[src/rtl/pfa_pkg.sv]
`timescale 1ns / 1ps
// ----------------------------------------------------------------------------
// pfa_pkg
// Shared types, codes and sizes of the paged frame allocator.
// ----------------------------------------------------------------------------
package pfa_pkg;

  localparam int OFFSET_BITS      = 10;
  localparam int PAGE_NUMBER_BITS = 10;
  localparam int MAX_PROCESSES    = 7;

  localparam int ACT_W  = 2;
  localparam int PID_W  = 3;
  localparam int SIZE_W = 21;
  localparam int VA_W   = 20;
  localparam int BYTE_W = 8;
  localparam int STS_W  = 2;

  localparam int FRAMES    = 1 << PAGE_NUMBER_BITS;
  localparam int PA_W      = OFFSET_BITS + PAGE_NUMBER_BITS;
  localparam int MAP_AW    = PID_W + PAGE_NUMBER_BITS;
  localparam int MAP_DW    = PAGE_NUMBER_BITS + 1;
  localparam int PID_SLOTS = 1 << PID_W;
  localparam int PAGES_W   = SIZE_W + 1 - OFFSET_BITS;
  localparam int CMP_W     = 40;

  localparam logic [CMP_W-1:0] MEM_BYTES = CMP_W'(1) << PA_W;

  localparam logic [STS_W-1:0] ST_OK      = 2'd0;
  localparam logic [STS_W-1:0] ST_REFUSED = 2'd1;
  localparam logic [STS_W-1:0] ST_FAULT   = 2'd2;

  typedef enum logic [ACT_W-1:0] {
    ACT_ALLOC = 2'd0,
    ACT_READ  = 2'd1,
    ACT_WRITE = 2'd2,
    ACT_NONE  = 2'd3
  } action_t;

  typedef enum logic [2:0] {
    S_CLEAR,
    S_IDLE,
    S_DECIDE,
    S_ALLOC,
    S_LOOKUP,
    S_ACCESS,
    S_RESP
  } state_t;

  typedef struct packed {
    logic clr_en;
    logic accept_en;
    logic decide;
    logic alloc_step;
    logic map_rd;
    logic ram_acc;
    logic res_load;
  } cmd_t;

  typedef struct packed {
    logic    clear_done;
    logic    in_valid;
    action_t in_action;
    logic    alloc_ok;
    logic    alloc_last;
    logic    out_free;
  } stat_t;

endpackage

[src/rtl/pfa_ctrl.sv]
`timescale 1ns / 1ps
// ----------------------------------------------------------------------------
// pfa_ctrl
// Sequencer that steps the datapath through clearing, allocation and access.
// ----------------------------------------------------------------------------
module pfa_ctrl
  import pfa_pkg::*;
(
  input  logic  clk,
  input  logic  rst_n,
  input  stat_t st,
  output cmd_t  cmd
);

  state_t state_r, state_nxt;

  always_ff @(posedge clk) begin
    if (!rst_n) begin
      state_r <= S_CLEAR;
    end else begin
      state_r <= state_nxt;
    end
  end

  always_comb begin
    state_nxt = state_r;
    cmd       = '0;
    case (state_r)
      S_CLEAR: begin
        cmd.clr_en = 1'b1;
        if (st.clear_done) state_nxt = S_IDLE;
      end
      S_IDLE: begin
        cmd.accept_en = 1'b1;
        if (st.in_valid) begin
          case (st.in_action)
            ACT_ALLOC: state_nxt = S_DECIDE;
            ACT_READ:  state_nxt = S_LOOKUP;
            ACT_WRITE: state_nxt = S_LOOKUP;
            default:   state_nxt = S_RESP;
          endcase
        end
      end
      S_DECIDE: begin
        cmd.decide = 1'b1;
        state_nxt  = st.alloc_ok ? S_ALLOC : S_RESP;
      end
      S_ALLOC: begin
        cmd.alloc_step = 1'b1;
        if (st.alloc_last) state_nxt = S_RESP;
      end
      S_LOOKUP: begin
        cmd.map_rd = 1'b1;
        state_nxt  = S_ACCESS;
      end
      S_ACCESS: begin
        cmd.ram_acc = 1'b1;
        state_nxt   = S_RESP;
      end
      S_RESP: begin
        if (st.out_free) begin
          cmd.res_load = 1'b1;
          state_nxt    = S_IDLE;
        end
      end
      default: state_nxt = S_CLEAR;
    endcase
  end

endmodule

[config.mk]
export PLATFORM = sky130hd
export DESIGN_NAME = pfa_ctrl
export DESIGN_NICKNAME = d
export VERILOG_FILES = /design/src/rtl/pfa_pkg.sv /design/src/rtl/pfa_ctrl.sv
export SDC_FILE = /design/constraint.sdc
export NUM_CORES = 1
export LEC_CHECK = 0
export BUFFER_PORTS_ARGS = -buffer_cell sky130_fd_sc_hd__buf_4
export CORE_AREA = 8 8 45 47
export DETAILED_ROUTE_END_ITERATION = 8
export DIE_AREA = 0 0 53 55
export PLACE_DENSITY_LB_ADDON = 0.1
export SLEW_MARGIN = 20
export SYNTH_ARGS = -nofsm -noshare
export SYNTH_HDL_FRONTEND = slang
export SYNTH_SLANG_ARGS = --single-unit
[constraint.sdc]
create_clock -name clk -period 1.1 [get_ports clk]
set_input_delay 0.22 -clock clk [delete_from_list [all_inputs] [get_ports clk]]
set_output_delay 0.22 -clock clk [all_outputs]
set_load 0.01 [all_outputs]
======== Word-level counts from Yosys, hierarchy flattened ========
Cells that the tools add are included.
cells by class
  reductions and logical operators ........ 4
  mux-type cells .......................... 15
  equal/unequal tests ..................... 12
operator list
  kind                number
  $pmux 3 s7          1
  $mux 3              5
  $eq 3x3->1 const B  3
  $mux 1              8
  $ne 2x2->1 const B  4
  $eq 3x2->1 const B  2
  $pmux 3 s2          1
  $reduce_and 4->1    1
  $eq 3x1->1 const B  1
  $logic_not 3->1     1
  $eq 2x1->1 const B  1
  $eq 2x2->1 const B  1
  $logic_not 2->1     1
  $reduce_or 2->1     1
word-level totals
  input bits .............................. 9
  output and inout port bits .............. 7
  flip-flop bits (word level) ............. 3
  word-level logic and storage cells ...... 32

======== Longest topological paths before layout ========
Gate-level depths: netlist of run 1.
  depth after elaboration ................. 5
  gate-level depth with buffers ........... 5
  mapped depth without buffers ............ 5

======== Worst setup path before layout of run 1 ========
Ideal clock, no wire load.
  path type ............................... register to output
  from .................................... reg state_r[2]
  to ...................................... out cmd[0] (netlist bit)
  cell stages (with the launch flop) ...... 4
  required time ........................... 0.880 ns
  path buffers ............................ 1
  arrival time ............................ 0.943 ns
  setup slack ............................. -0.063 ns
  cells stage by stage .................... dfxtp_1 buf_2 and2b_2 and3_1
RTL lines
  item                    RTL line        RTL
  from (decl)             pfa_ctrl.sv:15  state_t state_r, state_nxt;
  from (signal assigned)  pfa_ctrl.sv:21  state_r <= state_nxt;
  to (decl)               pfa_ctrl.sv:12  output cmd_t cmd

==> results of run 1 <==
[Yosys cell counts, drive strengths merged]
master,instances,share of area (%)
o41ai,1,8.6
inv,4,5.5
and2b,1,2.7
buf,3,7.5
nand3,1,1.6
a211o,1,3.1
and2,1,2.0
ha,1,3.9
nor2b,1,2.0
a21oi,2,4.3
o21ai,2,3.1
nor3,5,7.8
nand4bb,1,5.1
and3,2,4.3
mux2i,2,6.3
nand2b,1,2.0
nand2,4,4.7
nor2,1,1.2
nand4b,1,2.7
dfxtp,3,19
o311ai,1,2.7
[worst register-to-register path, stage by stage, from the launching register on]
cell     delay (ns)
dfxtp_4        0.38
inv_6          0.04
buf_4          0.13
o41ai_4        0.34
a21oi_2        0.06
mux2i_1        0.20
[worst min-delay path by stage]
stage | end | slack (ns) | from
after floorplan | state_r[1]$_SDFFE_PN0P_ | 0.33 | rst_n
after global placement | state_r[1]$_SDFFE_PN0P_ | 0.48 | rst_n
after detailed placement | state_r[1]$_SDFFE_PN0P_ | 0.48 | rst_n
after CTS | state_r[1]$_SDFFE_PN0P_ | 0.24 | rst_n
after global routing | state_r[1]$_SDFFE_PN0P_ | 0.27 | rst_n
final | state_r[1]$_SDFFE_PN0P_ | 0.25 | rst_n
[area by class of cell]
cell class	count	area, µm²
timing repair buffer	34	293
sequential	3	71.3
inverter	4	22.5
multi-input combinational	29	292
tap	16	20.0
fill	144	659
clock buffer	4	26.3
[power groups by stage]
stage,clock network [mW],logic (mW),registers [mW]
after floorplan,0,0.383,0.165
after global placement,0,0.636,0.216
after detailed placement,0,0.627,0.210
after CTS,0.204,0.816,0.202
after global routing,0.210,1.03,0.216
final,0.190,0.955,0.205
[cell families (layout without fill, tap and decap cells)]
group                      Yosys count  in the layout  share of synthesized area [%]
and+or+nand+nor                     19             19                           36.1
AOI/OAI and AO/OA                    7              7                           22.0
buffers and inverters                7             42                           12.9
DFF                                  3              3                           18.8
muxes                                2              2                           6.27
adders and majority gates            1              1                           3.92
[layer usage]
metal  vias to the layer above  part of all wire, %
met5                         -                    0
met4                         0                  1.3
met3                         2                  4.5
met2                         9                   56
met1                       196                   38
li1                        211                    -
[repair_timing]
| action | CTS | global route |
|---|---|---|
| endpoints found under the hold margin | 0 | 0 |
| pin swaps | 4 | 3 |
| setup buffers | 6 | 4 |
| cloned | 0 | 0 |
| endpoints found under the setup margin | 10 | 10 |
| resized for setup | 20 | 11 |
[stage by stage]
step	hold slack (ns)	setup TNS (ns)	cells
after floorplan	0.329	0	39
after global placement	0.484	-0.983	77
after detailed placement	0.482	-0.606	77
after CTS	0.245	-1.58	86
after global routing	0.266	-2.02	90
final	0.253	-1.52	90
==> flow_results.xml, run 1 <==
<?xml version="1.0" encoding="UTF-8"?>
<metrics>
  <group name="pwr">
    <metric name="sw_frac_of_total" unit="%">37.2</metric>
    <metric name="power_per_cell_area" unit="mW/mm²">1860</metric>
    <metric name="total_power" unit="mW">1.35</metric>
    <metric name="switching_power" unit="µW">502</metric>
    <metric name="ir_drop" unit="mV">0.869</metric>
    <metric name="power_report.internal_total" unit="µW">848</metric>
    <metric name="combPwrFrac" unit="%">70.7</metric>
    <metric name="power.share.sequential" unit="%">15.2</metric>
    <metric name="power.static_leakage" unit="nW">0.332</metric>
    <metric name="power_frac_clock" unit="%">14.1</metric>
  </group>
  <group name="place">
    <metric name="dpl.hpwl" unit="µm">811</metric>
    <metric name="preCtsSetupSlack" unit="ns">-0.119</metric>
    <metric name="port_buffers" unit="">15</metric>
    <metric name="cell_area_after_placement" unit="µm²">508</metric>
    <metric name="gp_congestion" unit="">0.766</metric>
  </group>
  <group name="clocking">
    <metric name="htreeDepth" unit="">1</metric>
    <metric name="hold_buffers" unit="">0</metric>
    <metric name="numClockSinks" unit="">3</metric>
    <metric name="cts_made_buffers" unit="">3</metric>
    <metric name="skew_pair_late_insertion_delay" unit="ns">0.23</metric>
    <metric name="cts_tree" unit="">built</metric>
    <metric name="clock-root-buffer" unit="">clkbuf_4</metric>
    <metric name="cts_max_path_buffers" unit="">2</metric>
    <metric name="clk_transition_reported_paths" unit="ns">0.04</metric>
  </group>
  <group name="floorplan">
    <metric name="die_area" unit="mm²">0.00292</metric>
    <metric name="rows" unit="">14</metric>
    <metric name="core_area" unit="mm²">0.00138</metric>
    <metric name="boundaryPins" unit="">16</metric>
    <metric name="die_w" unit="µm">53</metric>
    <metric name="start_util" unit="%">23.1</metric>
    <metric name="floorplan.die.height" unit="µm">55</metric>
  </group>
  <group name="setup_path">
    <metric name="worstSetupEndpoint" unit="">cmd[4]</metric>
    <metric name="critical-path-top-cell-by-count" unit="">buf_6</metric>
    <metric name="path_cells" unit="">inv_6, buf_6, nor3_4, buf_6</metric>
    <metric name="worstPathRequired" unit="ns">0.88</metric>
    <metric name="maximum_net_fanout_on_the_critical_path" unit="">5</metric>
    <metric name="worstPathBufferInverterCount" unit="">3</metric>
    <metric name="critPathLaunchType" unit="">flop</metric>
    <metric name="r2r.worst_path.cells" unit="">5</metric>
    <metric name="slowest_stage" unit="">dfxtp_4</metric>
    <metric name="critical_path_class" unit="">flop to output pin</metric>
    <metric name="cp.depth" unit="">4</metric>
    <metric name="critical_path_start" unit="">state_r[1]$_SDFFE_PN0P_</metric>
    <metric name="cp.arrival" unit="ns">1.09</metric>
    <metric name="crit_path_end_kind" unit="">output pin</metric>
    <metric name="setup.reg_to_reg.worst_slack" unit="ns">-0.15</metric>
    <metric name="cp_slowest_stage_delay" unit="ns">0.38</metric>
    <metric name="crit-reg2reg-capture" unit="">state_r[0]$_SDFFE_PN0P_</metric>
    <metric name="crit-reg2reg-launch" unit="">state_r[1]$_SDFFE_PN0P_</metric>
    <metric name="cpLargestDelayFamily" unit="">flip-flops</metric>
  </group>
  <group name="finish">
    <metric name="drive_above_1_share" unit="%">78.4</metric>
    <metric name="post-route-cell-area" unit="µm²">724</metric>
    <metric name="fin_nets" unit="">85</metric>
    <metric name="n_antenna_cell" unit="">0</metric>
    <metric name="registers.top_by_ff_count" unit="">state_r</metric>
    <metric name="syn2layout_area_growth" unit="%">127</metric>
    <metric name="final_cell_mix" unit="">buf_4 (24), buf_6 (10), nand2_1 (4)</metric>
    <metric name="layout.cells.most_common" unit="">buf_4</metric>
    <metric name="number_of_flip_flops_in_the_largest_register" unit="">3</metric>
    <metric name="largest_registers" unit="">state_r: 3 flops</metric>
    <metric name="finalCoreUtilization" unit="%">52.4</metric>
  </group>
  <group name="grt">
    <metric name="grt.busiest_layer" unit="">met2</metric>
    <metric name="grt_antenna_before_repair" unit="">0</metric>
    <metric name="grt_remaining_overflow" unit="">0</metric>
    <metric name="grt.met3_usage" unit="%">2.41</metric>
    <metric name="grt_pass1_wl" unit="µm">1890</metric>
    <metric name="gr-usage-met1" unit="%">8.80</metric>
    <metric name="grt_max_degree" unit="">6</metric>
    <metric name="grt_pass1_vias" unit="">448</metric>
    <metric name="globalRouteTotalUtil" unit="%">8.47</metric>
    <metric name="grt_use_met2" unit="%">15.4</metric>
  </group>
  <group name="drt">
    <metric name="detail_route.iter0.violations" unit="">4</metric>
    <metric name="routed_wire_length_per_instance" unit="µm">13.4</metric>
    <metric name="routed-via-count" unit="">418</metric>
    <metric name="detail_route.wirelength" unit="µm">1210</metric>
    <metric name="remaining_number_of_nets_flagged_by_the_antenna_check_after_routing" unit="">0</metric>
    <metric name="viasPerCell" unit="">4.64</metric>
    <metric name="drcViolationCount" unit="">0</metric>
    <metric name="first_pass_iters" unit="">4</metric>
  </group>
  <group name="timing">
    <metric name="postLayoutSetupSlackWorst" unit="ns">-0.205</metric>
    <metric name="finalSetupViolations" unit="">10</metric>
    <metric name="worst_slew_pin_slew" unit="ns">0.314</metric>
    <metric name="final.period_utilization" unit="%">119</metric>
    <metric name="fmax" unit="MHz">766</metric>
    <metric name="clock_skew" unit="ns">0.00361</metric>
    <metric name="rsz0062_at_grt" unit="">yes</metric>
    <metric name="worst_slew_margin_rel" unit="%">78.8</metric>
    <metric name="slew_violations" unit="">0</metric>
    <metric name="fin_crit" unit="ns">1.31</metric>
    <metric name="final-hold-violation-count" unit="">0</metric>
  </group>
  <group name="synthesis">
    <metric name="yosys_warnings" unit="">0</metric>
    <metric name="post_synthesis_cells" unit="">39</metric>
    <metric name="post_syn_nets" unit="">49</metric>
    <metric name="post_synth.cell_area_avg" unit="µm²">8.18</metric>
    <metric name="synthDistinctLibCells" unit="">28</metric>
    <metric name="netlist_area" unit="µm²">319</metric>
    <metric name="part_of_the_yosys_area_used_for_sequential_elements" unit="%">18.8</metric>
    <metric name="synth-seq-cells" unit="">3</metric>
  </group>
  <group name="min_path">
    <metric name="hold_class" unit="">input pin to flop</metric>
    <metric name="hold-path-cell-count" unit="">3</metric>
  </group>
  <group name="status">
    <metric name="status" unit="">complete, but fails checks</metric>
    <metric name="failed_checks" unit="">negative setup slack</metric>
  </group>
  <group name="job">
    <metric name="max_cap_viol_count" unit="">0</metric>
  </group>
</metrics>
No activity file was read; power rests on OpenSTA's default activity.
==> run 2: changes to the inputs <==
==> constraint.sdc (replaced) <==
create_clock -name clk -period 1.29 [get_ports clk]
set_input_delay 0.258 -clock clk [delete_from_list [all_inputs] [get_ports clk]]
set_output_delay 0.258 -clock clk [all_outputs]
set_load 0.01 [all_outputs]
==> run 2 against run 1 <==
Compared with the run above: the run still ends with negative setup slack left; highest routed layer unchanged; first-iteration DRC count grew 130%; utilization shrank 9.5 points; setup slack better by 0.14 ns; sequential power down 20%; clock skew up 0.0014 ns; sequential share of layout area increased by 1.8 points; largest cell class is now multi-input combinational cells.
==> flow_results.xml, run 2 (same netlist as run 1, synthesis figures left out) <==
<?xml version="1.0" encoding="UTF-8"?>
<metrics>
  <group name="status">
    <metric name="status" unit="">complete, but fails checks</metric>
    <metric name="failed_checks" unit="">negative setup slack</metric>
  </group>
  <group name="clocking">
    <metric name="skew_pair_late_insertion_delay" unit="ns">0.25</metric>
    <metric name="clock-root-buffer" unit="">clkbuf_4</metric>
    <metric name="numClockSinks" unit="">3</metric>
    <metric name="hold_buffers" unit="">0</metric>
    <metric name="cts_max_path_buffers" unit="">2</metric>
    <metric name="clk_transition_reported_paths" unit="ns">0.04</metric>
    <metric name="htreeDepth" unit="">1</metric>
    <metric name="cts_tree" unit="">built</metric>
    <metric name="cts_made_buffers" unit="">3</metric>
  </group>
  <group name="timing">
    <metric name="final.period_utilization" unit="%">105</metric>
    <metric name="worst_slew_margin_rel" unit="%">75.3</metric>
    <metric name="final-hold-violation-count" unit="">0</metric>
    <metric name="tns" unit="ns">-0.244</metric>
    <metric name="finalSetupViolations" unit="">7</metric>
    <metric name="clock_skew" unit="ns">0.00502</metric>
    <metric name="rsz0062_at_grt" unit="">yes</metric>
    <metric name="fin_crit" unit="ns">1.36</metric>
    <metric name="worst_slew_pin_slew" unit="ns">0.366</metric>
    <metric name="fin_worst_hold_slack" unit="ns">0.255</metric>
    <metric name="postLayoutSetupSlackWorst" unit="ns">-0.0704</metric>
    <metric name="slew_violations" unit="">0</metric>
    <metric name="fmax" unit="MHz">735</metric>
  </group>
  <group name="grt">
    <metric name="globalRouteTotalUtil" unit="%">8.03</metric>
    <metric name="grt_remaining_overflow" unit="">0</metric>
    <metric name="grt_max_degree" unit="">7</metric>
    <metric name="grt_pass1_wl" unit="µm">1680</metric>
    <metric name="grt_pass1_vias" unit="">410</metric>
    <metric name="grt_antenna_before_repair" unit="">0</metric>
  </group>
  <group name="pwr">
    <metric name="total_power" unit="µW">947</metric>
    <metric name="ir_drop" unit="mV">0.753</metric>
    <metric name="power.static_leakage" unit="nW">0.287</metric>
    <metric name="power_per_cell_area" unit="mW/mm²">1600</metric>
  </group>
  <group name="floorplan">
    <metric name="die_area" unit="mm²">0.00292</metric>
    <metric name="rows" unit="">14</metric>
    <metric name="core_area" unit="mm²">0.00138</metric>
    <metric name="start_util" unit="%">23.1</metric>
    <metric name="boundaryPins" unit="">16</metric>
    <metric name="floorplan.die.height" unit="µm">55</metric>
    <metric name="die_w" unit="µm">53</metric>
  </group>
  <group name="setup_path">
    <metric name="critPathLaunchType" unit="">flop</metric>
    <metric name="setup.reg_to_reg.worst_slack" unit="ns">0.07</metric>
    <metric name="worstPathRequired" unit="ns">1.03</metric>
    <metric name="crit_path_end_kind" unit="">output pin</metric>
    <metric name="maximum_net_fanout_on_the_critical_path" unit="">4</metric>
    <metric name="critical_path_class" unit="">flop to output pin</metric>
    <metric name="cp.arrival" unit="ns">1.10</metric>
  </group>
  <group name="drt">
    <metric name="routed_wire_length_per_instance" unit="µm">12.7</metric>
    <metric name="first_pass_iters" unit="">5</metric>
    <metric name="detail_route.iter0.violations" unit="">9</metric>
    <metric name="viasPerCell" unit="">4.76</metric>
    <metric name="remaining_number_of_nets_flagged_by_the_antenna_check_after_routing" unit="">0</metric>
    <metric name="drcViolationCount" unit="">0</metric>
    <metric name="detail_route.wirelength" unit="µm">1050</metric>
    <metric name="routed-via-count" unit="">395</metric>
  </group>
  <group name="place">
    <metric name="cell_area_after_placement" unit="µm²">480</metric>
    <metric name="dpl.hpwl" unit="µm">751</metric>
    <metric name="preCtsSetupSlack" unit="ns">-0.00178</metric>
    <metric name="port_buffers" unit="">15</metric>
    <metric name="place.detailed.instances" unit="">74</metric>
    <metric name="gp_congestion" unit="">0.747</metric>
  </group>
  <group name="finish">
    <metric name="drive_above_1_share" unit="%">71.6</metric>
    <metric name="syn2layout_area_growth" unit="%">85.9</metric>
    <metric name="fin_nets" unit="">78</metric>
    <metric name="final_cell_mix" unit="">buf_4 (24), nand2_1 (4), nor3_2 (3), clkbuf_4 (3), buf_6 (3)</metric>
    <metric name="layout.cells.most_common" unit="">buf_4</metric>
    <metric name="registers.top_by_ff_count" unit="">state_r</metric>
    <metric name="final_cell_count_no_fill" unit="">83</metric>
    <metric name="finalCoreUtilization" unit="%">42.9</metric>
    <metric name="largest_registers" unit="">state_r: 3 flops</metric>
    <metric name="final.fill_count" unit="">155</metric>
    <metric name="number_of_flip_flops_in_the_largest_register" unit="">3</metric>
    <metric name="n_antenna_cell" unit="">0</metric>
    <metric name="post-route-cell-area" unit="µm²">593</metric>
  </group>
  <group name="job">
    <metric name="max_cap_viol_count" unit="">0</metric>
  </group>
  <group name="min_path">
    <metric name="hold_class" unit="">input pin to flop</metric>
  </group>
</metrics>
## run 2: what timing repair did
item,in CTS,in global routing
setup buffers,4,2
pin swaps,3,2
gates resized for setup,12,4
endpoints found under the setup margin,8,10
## run 2: worst max-delay path, stage by stage (launching register included)
cell,delay [ns]
dfxtp_4,0.35
and2b_2,0.23
and3_4,0.17
buf_6,0.11
## run 2: cell type report
class / instances / area [µm²] / share of cell area (%)
repair buffers: 27 / 214 / 36.1
inverters: 4 / 17.5 / 2.95
clock buffers: 4 / 26.3 / 4.43
multi-input cells: 29 / 246 / 41.6
flip-flops and latches: 3 / 68.8 / 11.6
well taps: 16 / 20.0 / 3.38
## run 2: worst paths after layout
kind | start | endpoint | cells after the start
setup reg to reg | state_r[2]$_SDFFE_PN0P_ | state_r[0]$_SDFFE_PN0P_ | 4
hold reg to reg | state_r[1]$_SDFFE_PN0P_ | state_r[1]$_SDFFE_PN0P_ | 3
setup / recovery | state_r[0]$_SDFFE_PN0P_ | cmd[0] | 3
hold / removal | rst_n | state_r[1]$_SDFFE_PN0P_ | 3
## run 2: per-layer routing
layer | vias up | part of all wire, % | GRT usage [%]
met3 | 4 | 9.0 | 3.21
met1 | 180 | 43 | 8.95
li1 | 193 | - | -
met2 | 18 | 44 | 10.7
met5 | - | 0 | 0
met4 | 0 | 3.2 | 9.05
## run 2: power by group
part / leakage (nW) / switching, mW / total (mW) / internal [mW]
Clock: 0.0150 / 0.0653 / 0.182 / 0.117
Sequential: 0.0264 / 0.0307 / 0.163 / 0.133
Combinational: 0.246 / 0.266 / 0.602 / 0.336
Total: 0.287 / 0.362 / 0.947 / 0.586
==> run 3: changes to the inputs <==
--- a/config.mk
+++ b/config.mk
@@ -7,9 +7,9 @@
 export LEC_CHECK = 0
 export BUFFER_PORTS_ARGS = -buffer_cell sky130_fd_sc_hd__buf_4
 export CORE_AREA = 8 8 45 47
+export CTS_CLUSTER_DIAMETER = 30
 export DETAILED_ROUTE_END_ITERATION = 8
 export DIE_AREA = 0 0 53 55
-export PLACE_DENSITY_LB_ADDON = 0.1
 export SLEW_MARGIN = 20
 export SYNTH_ARGS = -nofsm -noshare
 export SYNTH_HDL_FRONTEND = slang
==> run 3 against run 2 <==
Compared with the run above: largest power group unchanged; final area decreased by 0.63%; wire length decreased by 8.0%; cell count decreased by 2.4%; critical path type unchanged; critical path depth unchanged; the run still ends with negative setup slack left; fmax increased by 1.8%; sequential power increased by 7%; combinational power decreased by 4.8%; die area unchanged; count of clock-buffer cells in the layout unchanged.
==> flow_results.xml, run 3 (same netlist as run 1, synthesis figures left out) <==
<?xml version="1.0" encoding="UTF-8"?>
<metrics>
  <group name="status">
    <metric name="status" unit="">complete, but fails checks</metric>
    <metric name="failed_checks" unit="">negative setup slack</metric>
  </group>
  <group name="timing">
    <metric name="fin_crit" unit="ns">1.34</metric>
    <metric name="worst_slew_margin_rel" unit="%">78.8</metric>
    <metric name="rsz0062_at_grt" unit="">yes</metric>
    <metric name="postLayoutSetupSlackWorst" unit="ns">-0.0465</metric>
    <metric name="clock_skew" unit="ns">0.00541</metric>
    <metric name="slew_violations" unit="">0</metric>
    <metric name="tns" unit="ns">-0.0785</metric>
    <metric name="fmax" unit="MHz">748</metric>
    <metric name="worst_slew_pin_slew" unit="ns">0.318</metric>
    <metric name="final.period_utilization" unit="%">104</metric>
    <metric name="finalSetupViolations" unit="">2</metric>
    <metric name="final-hold-violation-count" unit="">0</metric>
    <metric name="fin_worst_hold_slack" unit="ns">0.268</metric>
  </group>
  <group name="floorplan">
    <metric name="rows" unit="">14</metric>
    <metric name="core_area" unit="mm²">0.00138</metric>
    <metric name="floorplan.die.height" unit="µm">55</metric>
    <metric name="die_area" unit="mm²">0.00292</metric>
    <metric name="boundaryPins" unit="">16</metric>
    <metric name="start_util" unit="%">23.1</metric>
    <metric name="die_w" unit="µm">53</metric>
  </group>
  <group name="setup_path">
    <metric name="setup.reg_to_reg.worst_slack" unit="ns">0.06</metric>
    <metric name="cp_slowest_stage_delay" unit="ns">0.35</metric>
    <metric name="maximum_net_fanout_on_the_critical_path" unit="">4</metric>
    <metric name="crit_path_end_kind" unit="">output pin</metric>
    <metric name="r2r.worst_path.cells" unit="">5</metric>
    <metric name="path_cells" unit="">and2b_2, and3_4, buf_6</metric>
    <metric name="slowest_stage" unit="">dfxtp_4</metric>
    <metric name="cp.arrival" unit="ns">1.08</metric>
    <metric name="worstPathRequired" unit="ns">1.03</metric>
    <metric name="critical_path_class" unit="">flop to output pin</metric>
    <metric name="critPathLaunchType" unit="">flop</metric>
  </group>
  <group name="finish">
    <metric name="fin_nets" unit="">76</metric>
    <metric name="n_antenna_cell" unit="">0</metric>
    <metric name="finalCoreUtilization" unit="%">42.6</metric>
    <metric name="final_cell_mix" unit="">buf_4 (21), nor3_2 (4), nand2_1 (4), buf_6 (4)</metric>
    <metric name="registers.top_by_ff_count" unit="">state_r</metric>
    <metric name="layout.cells.most_common" unit="">buf_4</metric>
    <metric name="post-route-cell-area" unit="µm²">589</metric>
    <metric name="number_of_flip_flops_in_the_largest_register" unit="">3</metric>
    <metric name="syn2layout_area_growth" unit="%">84.7</metric>
    <metric name="final_cell_count_no_fill" unit="">81</metric>
    <metric name="drive_above_1_share" unit="%">69.2</metric>
    <metric name="largest_registers" unit="">state_r: 3 flops</metric>
  </group>
  <group name="drt">
    <metric name="drcViolationCount" unit="">0</metric>
    <metric name="first_pass_iters" unit="">4</metric>
    <metric name="remaining_number_of_nets_flagged_by_the_antenna_check_after_routing" unit="">0</metric>
    <metric name="routed_wire_length_per_instance" unit="µm">12.0</metric>
    <metric name="detail_route.wirelength" unit="µm">969</metric>
    <metric name="viasPerCell" unit="">4.58</metric>
    <metric name="detail_route.iter0.violations" unit="">9</metric>
    <metric name="routed-via-count" unit="">371</metric>
  </group>
  <group name="clocking">
    <metric name="numClockSinks" unit="">3</metric>
    <metric name="clock-root-buffer" unit="">clkbuf_4</metric>
    <metric name="cts_made_buffers" unit="">3</metric>
    <metric name="skew_pair_late_insertion_delay" unit="ns">0.24</metric>
    <metric name="cts_max_path_buffers" unit="">2</metric>
    <metric name="clk_transition_reported_paths" unit="ns">0.04</metric>
    <metric name="htreeDepth" unit="">1</metric>
    <metric name="cts_tree" unit="">built</metric>
    <metric name="hold_buffers" unit="">0</metric>
  </group>
  <group name="place">
    <metric name="place.detailed.instances" unit="">73</metric>
    <metric name="cell_area_after_placement" unit="µm²">473</metric>
    <metric name="preCtsSetupSlack" unit="ns">0.0214</metric>
    <metric name="dpl.hpwl" unit="µm">703</metric>
    <metric name="gp_congestion" unit="">0.713</metric>
    <metric name="port_buffers" unit="">15</metric>
  </group>
  <group name="job">
    <metric name="max_cap_viol_count" unit="">0</metric>
  </group>
  <group name="grt">
    <metric name="grt_max_degree" unit="">8</metric>
    <metric name="grt_pass1_wl" unit="µm">1550</metric>
    <metric name="grt_antenna_before_repair" unit="">0</metric>
    <metric name="grt_remaining_overflow" unit="">0</metric>
    <metric name="grt_pass1_vias" unit="">367</metric>
    <metric name="globalRouteTotalUtil" unit="%">7.21</metric>
  </group>
  <group name="pwr">
    <metric name="power_per_cell_area" unit="mW/mm²">1560</metric>
    <metric name="total_power" unit="µW">920</metric>
    <metric name="power.static_leakage" unit="nW">0.277</metric>
    <metric name="ir_drop" unit="mV">0.683</metric>
  </group>
  <group name="min_path">
    <metric name="hold_class" unit="">input pin to flop</metric>
    <metric name="hold-path-cell-count" unit="">3</metric>
  </group>
</metrics>
-- run 3: cell types whose count changed in the layout (fill, tap and decap cells not counted), sizes merged --
cell  before  now
buf       27   25
-- run 3: power by group --
part / internal, mW / total (mW) / switching [mW]
sequential: 0.134 / 0.175 / 0.0409
clock: 0.116 / 0.173 / 0.0561
combinational: 0.324 / 0.573 / 0.249
-- run 3: final timing paths --
check	from	end
hold / removal	rst_n	state_r[1]$_SDFFE_PN0P_
setup reg to reg	state_r[0]$_SDFFE_PN0P_	state_r[2]$_SDFFE_PN0P_
setup / recovery	state_r[0]$_SDFFE_PN0P_	cmd[0]
hold reg to reg	state_r[0]$_SDFFE_PN0P_	state_r[0]$_SDFFE_PN0P_
-- run 3: final cells by class --
type	instances	area, µm²
Tap cell	16	20.0
Clock buffer	4	26.3
Multi-Input combinational cell	29	249
Fill cell	144	795
Inverter	4	20.0
Sequential cell	3	71.3
Timing Repair Buffer	25	203
-- run 3: worst max-delay path: cells and delay by family, from the launching register on --
| kind | cells | cell delay, ns |
|---|---|---|
| buf+inv | 1 | 0.11 |
| simple gates | 2 | 0.38 |
| flops | 1 | 0.35 |
-- run 3: routing by layer --
metal  GRT usage (%)  vias to the layer above  part of all wire [%]
met4            3.88                        0                   2.6
met3            2.41                        2                   2.6
met2            11.5                       15                    46
li1                -                      192                     -
met5               0                        -                     0
met1            8.36                      162                    49
-- run 3: timing repair --
| item | in CTS | in global routing |
|---|---|---|
| resized for setup | 14 | 4 |
| setup buffers | 3 | 1 |
| pin swaps | 3 | 4 |
| setup endpoints to repair | 8 | 7 |
